<file path="src/hw/rtl/fbik_pkg.sv">
package fbik_pkg;

    // Internal word of the geometry datapath (wraps like 64-bit integer math)
    localparam int DW = 64;

    // CORDIC angle accumulator is Q16 degrees
    localparam int TAB_BITS     = 16;
    localparam int CORDIC_STEPS = 23;
    localparam int ATAN_W       = 22;
    localparam logic [ATAN_W-1:0] ATAN_TAB [CORDIC_STEPS] = '{
        22'd2949120, 22'd1740967, 22'd919879, 22'd466945, 22'd234379, 22'd117304,
        22'd58666,   22'd29335,   22'd14668,  22'd7334,   22'd3667,   22'd1833,
        22'd917,     22'd458,     22'd229,    22'd115,    22'd57,     22'd29,
        22'd14,      22'd7,       22'd4,      22'd2,      22'd1
    };

    localparam int SQRT_STEPS = 32;
    localparam int NORM_K_MAX = 30;

    // Configuration port
    localparam int CFG_IDX_W  = 3;
    localparam int CFG_DATA_W = 9;
    localparam logic [CFG_IDX_W-1:0] CFG_UPPER_LEN     = 3'd0;
    localparam logic [CFG_IDX_W-1:0] CFG_LOWER_LEN     = 3'd1;
    localparam logic [CFG_IDX_W-1:0] CFG_JOINT_SPACING = 3'd2;
    localparam logic [CFG_IDX_W-1:0] CFG_FRONT_OFFSET  = 3'd3;
    localparam logic [CFG_IDX_W-1:0] CFG_REAR_OFFSET   = 3'd4;

    localparam logic [7:0] RST_UPPER_LEN     = 8'd40;
    localparam logic [7:0] RST_LOWER_LEN     = 8'd24;
    localparam logic [7:0] RST_JOINT_SPACING = 8'd21;
    localparam logic [8:0] RST_FRONT_OFFSET  = 9'd135;
    localparam logic [8:0] RST_REAR_OFFSET   = 9'd135;

    // Servo limits and pulse mapping
    localparam int ANGLE_W     = 8;
    localparam int DEG_W       = 9;
    localparam int PULSE_W     = 12;
    localparam int MIN_DEG     = -90;
    localparam int MAX_DEG     = 90;
    localparam int MIN_PULSE   = 500;
    // (a + 90) * 2000 / 180 == ((a + 90) * PULSE_MUL) >> PULSE_SHIFT for a in -90..90
    localparam int PULSE_MUL   = 728200;
    localparam int PULSE_SHIFT = 16;

    typedef enum logic [1:0] {
        MS_PX,
        MS_PY,
        MS_L2S,
        MS_AN
    } t_msel;

    typedef struct packed {
        logic  load_in;
        logic  mul_go;
        t_msel msel;
        logic  mark_fail;
        logic  vec_a;
        logic  vec_b;
        logic  norm_step;
        logic  sqrt_init;
        logic  sqrt_step;
        logic  cord_init;
        logic  cord_step;
        logic  cord_end;
        logic  next_joint;
        logic  finish;
    } t_cmd;

    typedef struct packed {
        logic mul_busy;
        logic mul_done;
        logic fail;
        logic norm_more;
        logic sqrt_last;
        logic cord_last;
        logic phase_b;
        logic joint_rear;
    } t_stat;

endpackage

</file>
<file path="src/hw/rtl/fbik_ctrl.sv">
module fbik_ctrl (
    input  logic           i_clk,
    input  logic           i_rst_n,
    input  logic           i_in_valid,
    output logic           o_in_ready,
    output logic           o_out_valid,
    input  logic           i_out_ready,
    output fbik_pkg::t_cmd o_cmd,
    input  fbik_pkg::t_stat i_stat
);

    typedef enum logic [14:0] {
        S_IDLE  = 15'b000000000000001,
        S_JOINT = 15'b000000000000010,
        S_WPX   = 15'b000000000000100,
        S_WPY   = 15'b000000000001000,
        S_M2    = 15'b000000000010000,
        S_WM2   = 15'b000000000100000,
        S_NSQ   = 15'b000000001000000,
        S_WAN   = 15'b000000010000000,
        S_CHK   = 15'b000000100000000,
        S_NORM  = 15'b000001000000000,
        S_SQRT  = 15'b000010000000000,
        S_CINIT = 15'b000100000000000,
        S_CORD  = 15'b001000000000000,
        S_CEND  = 15'b010000000000000,
        S_FIN   = 15'b100000000000000
    } t_state;

    t_state r_state, n_state;
    logic   r_out_valid, n_out_valid;
    fbik_pkg::t_cmd n_cmd;

    always_comb begin
        n_state     = r_state;
        n_cmd       = '0;
        n_out_valid = r_out_valid;
        if (r_out_valid && i_out_ready) begin
            n_out_valid = 1'b0;
        end
        unique case (r_state)
            S_IDLE: begin
                if (i_in_valid) begin
                    n_cmd.load_in = 1'b1;
                    n_state       = S_JOINT;
                end
            end
            S_JOINT: begin
                n_cmd.mul_go = 1'b1;
                n_cmd.msel   = fbik_pkg::MS_PX;
                n_state      = S_WPX;
            end
            S_WPX: begin
                if (i_stat.mul_done) begin
                    n_cmd.mul_go = 1'b1;
                    n_cmd.msel   = fbik_pkg::MS_PY;
                    n_state      = S_WPY;
                end
            end
            S_WPY: begin
                if (i_stat.mul_done) begin
                    n_state = S_M2;
                end
            end
            S_M2: begin
                n_cmd.mul_go = 1'b1;
                n_cmd.msel   = fbik_pkg::MS_L2S;
                n_state      = S_WM2;
            end
            S_WM2: begin
                if (i_stat.mul_done) begin
                    n_state = S_NSQ;
                end
            end
            S_NSQ: begin
                n_cmd.mul_go = 1'b1;
                n_cmd.msel   = fbik_pkg::MS_AN;
                n_state      = S_WAN;
            end
            S_WAN: begin
                if (i_stat.mul_done) begin
                    n_state = S_CHK;
                end
            end
            S_CHK: begin
                if (i_stat.fail) begin
                    n_cmd.mark_fail = 1'b1;
                    n_state         = S_FIN;
                end else begin
                    n_cmd.vec_a = 1'b1;
                    n_state     = S_NORM;
                end
            end
            S_NORM: begin
                if (i_stat.norm_more) begin
                    n_cmd.norm_step = 1'b1;
                end else begin
                    n_cmd.sqrt_init = 1'b1;
                    n_state         = S_SQRT;
                end
            end
            S_SQRT: begin
                n_cmd.sqrt_step = 1'b1;
                if (i_stat.sqrt_last) begin
                    n_state = S_CINIT;
                end
            end
            S_CINIT: begin
                n_cmd.cord_init = 1'b1;
                n_state         = S_CORD;
            end
            S_CORD: begin
                n_cmd.cord_step = 1'b1;
                if (i_stat.cord_last) begin
                    n_state = S_CEND;
                end
            end
            S_CEND: begin
                n_cmd.cord_end = 1'b1;
                if (!i_stat.phase_b) begin
                    n_cmd.vec_b = 1'b1;
                    n_state     = S_NORM;
                end else if (i_stat.joint_rear) begin
                    n_state = S_FIN;
                end else begin
                    n_cmd.next_joint = 1'b1;
                    n_state          = S_JOINT;
                end
            end
            S_FIN: begin
                // wait for the output register to drain
                if (!r_out_valid || i_out_ready) begin
                    n_cmd.finish = 1'b1;
                    n_out_valid  = 1'b1;
                    n_state      = S_IDLE;
                end
            end
            default: begin
                n_state = S_IDLE;
            end
        endcase
    end

    always_ff @(posedge i_clk) begin
        if (!i_rst_n) begin
            r_state     <= S_IDLE;
            r_out_valid <= 1'b0;
        end else begin
            r_state     <= n_state;
            r_out_valid <= n_out_valid;
        end
    end

    assign o_in_ready  = (r_state == S_IDLE);
    assign o_out_valid = r_out_valid;
    assign o_cmd       = n_cmd;

endmodule

</file>
<file path="config.mk">
export PLATFORM = sky130hd
export DESIGN_NAME = fbik_ctrl
export DESIGN_NICKNAME = d
export VERILOG_FILES = /design/src/hw/rtl/fbik_pkg.sv /design/src/hw/rtl/fbik_ctrl.sv
export SDC_FILE = /design/constraint.sdc
export NUM_CORES = 1
export LEC_CHECK = 0
export BUFFER_PORTS_ARGS = -buffer_cell sky130_fd_sc_hd__buf_2
export CORE_MARGIN = 2
export CORE_UTILIZATION = 40
export CTS_BUF_LIST = sky130_fd_sc_hd__clkbuf_4
export CTS_CLUSTER_DIAMETER = 40
export DETAILED_ROUTE_END_ITERATION = 8
export SETUP_SLACK_MARGIN = 0.02
export SYNTH_ARGS = -nofsm -noshare
export SYNTH_HDL_FRONTEND = slang
export SYNTH_SLANG_ARGS = --single-unit
</file>
<file path="constraint.sdc">
create_clock -name i_clk -period 2.46 [get_ports i_clk]
set_input_delay 0.615 -clock i_clk [delete_from_list [all_inputs] [get_ports i_clk]]
set_output_delay 0.615 -clock i_clk [all_outputs]
set_load 0.02 [all_outputs]
</file>
== After elaboration in Yosys (flattened, before gate mapping) ==
Cells that the tools add are included.

* Bits in latches: 0
* Output and inout bits: 17
* Memories kept: 0
* Register bits after elaboration: 16
* Bits in writable memories: 0
* Logic and storage cells: 66
* Input port bits: 12
* Memory bits (read-only): 0

* Reductions and logical operators: 4
* Equality and inequality tests: 24
* Div/mod/pow operators: 0
* Shift operators: 0
* Multiply operators: 0
* Mux-type cells: 36
* Add/subtract/negate cells: 0
* $lt $le $gt $ge: 0
* Bitwise gates (word level): 0

{| class="wikitable"
|+ Operators with widths
! cell !! count
|-
| one-hot mux 15 bit (15 select lines) || 1
|-
| two-way mux 15 bit || 12
|-
| two-way mux 1 bit || 18
|-
| != test 2 bit (second input constant) || 9
|-
| equality test 15 x 1 -> 1 bit (second input constant) || 1
|-
| equality test 15 x 10 -> 1 bit (second input constant) || 1
|-
| equality test 15 x 11 -> 1 bit (second input constant) || 1
|-
| equality test 15 x 12 -> 1 bit (second input constant) || 1
|-
| equality test 15 x 13 -> 1 bit (second input constant) || 1
|-
| equality test 15 x 14 -> 1 bit (second input constant) || 1
|-
| equality test 15 bit (second input constant) || 1
|-
| equality test 15 x 2 -> 1 bit (second input constant) || 1
|-
| equality test 15 x 3 -> 1 bit (second input constant) || 1
|-
| equality test 15 x 4 -> 1 bit (second input constant) || 1
|-
| equality test 15 x 5 -> 1 bit (second input constant) || 1
|-
| equality test 15 x 6 -> 1 bit (second input constant) || 1
|-
| equality test 15 x 7 -> 1 bit (second input constant) || 1
|-
| equality test 15 x 8 -> 1 bit (second input constant) || 1
|-
| equality test 15 x 9 -> 1 bit (second input constant) || 1
|-
| one-hot mux 3 bit (4 select lines) || 1
|-
| AND reduction 9 bit || 1
|-
| two-way mux 2 bit || 3
|-
| two-way mux 3 bit || 1
|-
| logical AND 1 bit || 1
|-
| other kinds (2) || 2
|}

== Longest topological paths before layout ==
* Depth in word-level cells: 4
* Depth in mapped cells: 7
* Gate-level depth less buffers: 6

== Worst setup path after synthesis ==
No wires, ideal clock.

* Path type: register to output
* Start: reg r_state[9]
* End: out o_cmd[14] in the netlist's numbering
* Cell stages (with the launch flop): 6
* Buffers on the path: 1
* Path slack: 0.034 ns
* Arrival: 1.811 ns
* Required time: 1.845 ns
* Path through: dfxtp_1 buf_4 nor3_4 nand4_2 nor3_1 and2_1

{| class="wikitable"
|+ RTL lines
! what !! line !! source
|-
| start, declared || fbik_ctrl.sv:30 || <nowiki>t_state r_state, n_state;</nowiki>
|-
| start signal, assigned || fbik_ctrl.sv:149 || <nowiki>r_state <= n_state;</nowiki>
|-
| end, declared || fbik_ctrl.sv:8 || <nowiki>output fbik_pkg::t_cmd o_cmd,</nowiki>
|}

==> impl_metrics.yaml <==
place:
  hpwl_um: 2190
  gp_congestion: 0.877
  io_buffers: 27
synthesis:
  synth_area_leaders: "dfxtp_1, nor3_4, nor4b_2"
  ys_types: 47
  synth_commonest_cells: "dfxtp_1, nor2_1, nand2_1"
  synth.avg_cell_area_um2: 8.85
  yosysTopAreaCell: "dfxtp_1"
  synth.most_common_cell: "dfxtp_1"
  synth_flop_cell: "dfxtp_1"
  synth-seq-area-share_pct: 27.8
  yosysTopAreaCellShare_pct: 27.8
  synth_seq_cells: 16
  synth_fp_nets: 142
  synth_area_mm2: 0.00115
  async_flop_share_pct: 0
  synth_edf_count: 0
  postSynthCellCount: 130
  yosys_warnings: 0
flow_run:
  drv_cap: 0
detailed_routing:
  first_iter_violations: 54
  remaining_drc_errors: 0
  detail-route-antenna-nets: 0
  viasPerCell: 5.55
  wirelength_um: 3250
  dr.pass1.iters: 4
  vias: 1198
  wire_per_inst_um: 15.0
worst_setup_path:
  required_ns: 1.85
  rrSetupSlack_ns: 0.13
  endpoint: "o_cmd[4]"
  cp-start-kind: "flop"
  arrival_ns: 1.96
  critPathKind: "flop to output port"
  critPathMaxFanout: 5
  reg2reg_from: "r_state[0]"
  end_kind: "output port"
  critPathLaunch: "r_state[0]"
  r2r_cells: 9
  rr_endpoint: "r_state[4]"
timing:
  final_max_slew_viol_count: 0
  min_period_ns: 2.58
  whs_ns: 0.544
  setup_viol_count_final: 8
  timing.fmax_mhz: 388
  post-route-period-util_pct: 105
  maxSlewHeadroom_pct: 58.8
  rsz0062_at_grt: "yes"
  hold_viol: 0
  worst_slew_pin_slew_ns: 0.617
  setup_slack_ns: -0.118
  skew_ns: 0.00687
global_routing:
  grt_antenna_before_repair: 0
  grt_max_degree: 15
  grt_pass1_vias: 1154
  grt_pass1_wl_um: 5220
  grt_usage_pct: 20.1
  overflow: 0
status:
  outcome: "complete, but fails checks"
  violations: "setup timing"
pwr:
  power_density_mw_per_mm2: 458
  total_power_mw: 0.774
  p_leak_nw: 0.745
  ir_drop_mv: 0.318
clocking:
  ctsLongestPathBuffers: 2
  clkSinkCount: 16
  clk_pin_slew_ns: 0.10
  cts_tree: "yes"
  cts_inserted_buffers: 3
  clockRootBuffer: "clkbuf_4"
  clk_latency_ns: 0.29
  htree_num_levels: 1
layout:
  drive_above_1_share_pct: 51.4
  antenna_cells: 0
  fillers: 245
  nets: 198
  syn_to_final_growth_pct: 47.0
  fin_util_pct: 61.9
floorplanning:
  die_area_mm2: 0.00332
  initial_core_util_pct: 42.1
  die_width_um: 57.6
  ios: 29
  std_cell_rows: 19
  dieHeight_um: 57.6
  core_mm2: 0.00273
worst_hold_path:
  hold_start: "o_out_valid"
  hold_path.class: "flop to flop"
  min_delay_path_depth: 2
placed cells by master (no fill, tap or decap), types with 5 or more instances in the layout:
master	count
a21boi_1	5
buf_2	18
buf_4	38
dfxtp_1	11
nand2_1	7
nor2_1	7
o21ai_1	6
routing by layer:
layer,up-vias,global-route usage (%),share of wire [%]
met3,4,2.01,3.1
met4,0,8.31,1.1
met5,-,0,0
li1,594,-,-
met2,24,33.4,50
met1,576,26.8,46
worst max-delay path, cell delays in order (launching register included):
cell,delay (ns)
dfxtp_4,0.38
nor3_4,0.26
nand4_4,0.12
or3_4,0.35
buf_4,0.15
nor4b_4,0.22
buf_4,0.18
repair_timing:
| item | 4_1_cts | 5_1_grt |
|---|---|---|
| hold buffers | 0 | 0 |
| endpoints found under the setup margin | 12 | 17 |
| gates resized for setup | 26 | 15 |
| buffers inserted | 12 | 6 |
| pin swaps | 5 | 6 |
per-stage QoR:
stage                     instance area (um2)  TNS, ns  std cells  worst slack, ns
after detailed placement                 1380        0        194           0.0566
after CTS                                1590   -0.434        210           -0.108
final                                    1690   -0.481        216           -0.118
after global routing                     1690    -1.58        216           -0.206
after floorplan                          1150        0        130           0.0341
after global placement                   1380        0        194           0.0976
how the worst min path moves through the flow:
stage                        endpoint  slack, ns
after floorplan            r_state[3]       0.52
final                     o_out_valid       0.54
after CTS                 o_out_valid       0.53
after global routing      o_out_valid       0.58
after global placement    o_out_valid       0.50
after detailed placement  o_out_valid       0.51
logic make-up (layout without fill, tap and decap cells):
group	count (synthesis)	count (layout)	share of synthesized area, %
simple gates	69	69	44.5
compound gates	26	26	16.8
flops	16	16	27.8
buf+inv	13	68	6.30
xor+xnor	6	6	4.57
power by group:
group          switching (mW)  internal [mW]  total [mW]
Clock                  0.0876         0.0589       0.146
Sequential             0.0200          0.270       0.290
Combinational           0.174          0.164       0.338
area by class of cell:
type	instances	area (um2)	share of cell area, %
timing repair buffer	59	409	24.2
sequential	16	332	19.6
multi-input combinational	101	867	51.3
clock buffer	3	22.5	1.33
clock inverter	1	3.75	0.222
tap	31	38.8	2.29
inverter	5	18.8	1.11
registers in the layout (all words and copies together), names as in the netlist:
register and flops:
r_state 15, o_out_valid 1
(Power assumes the default switching activity.)
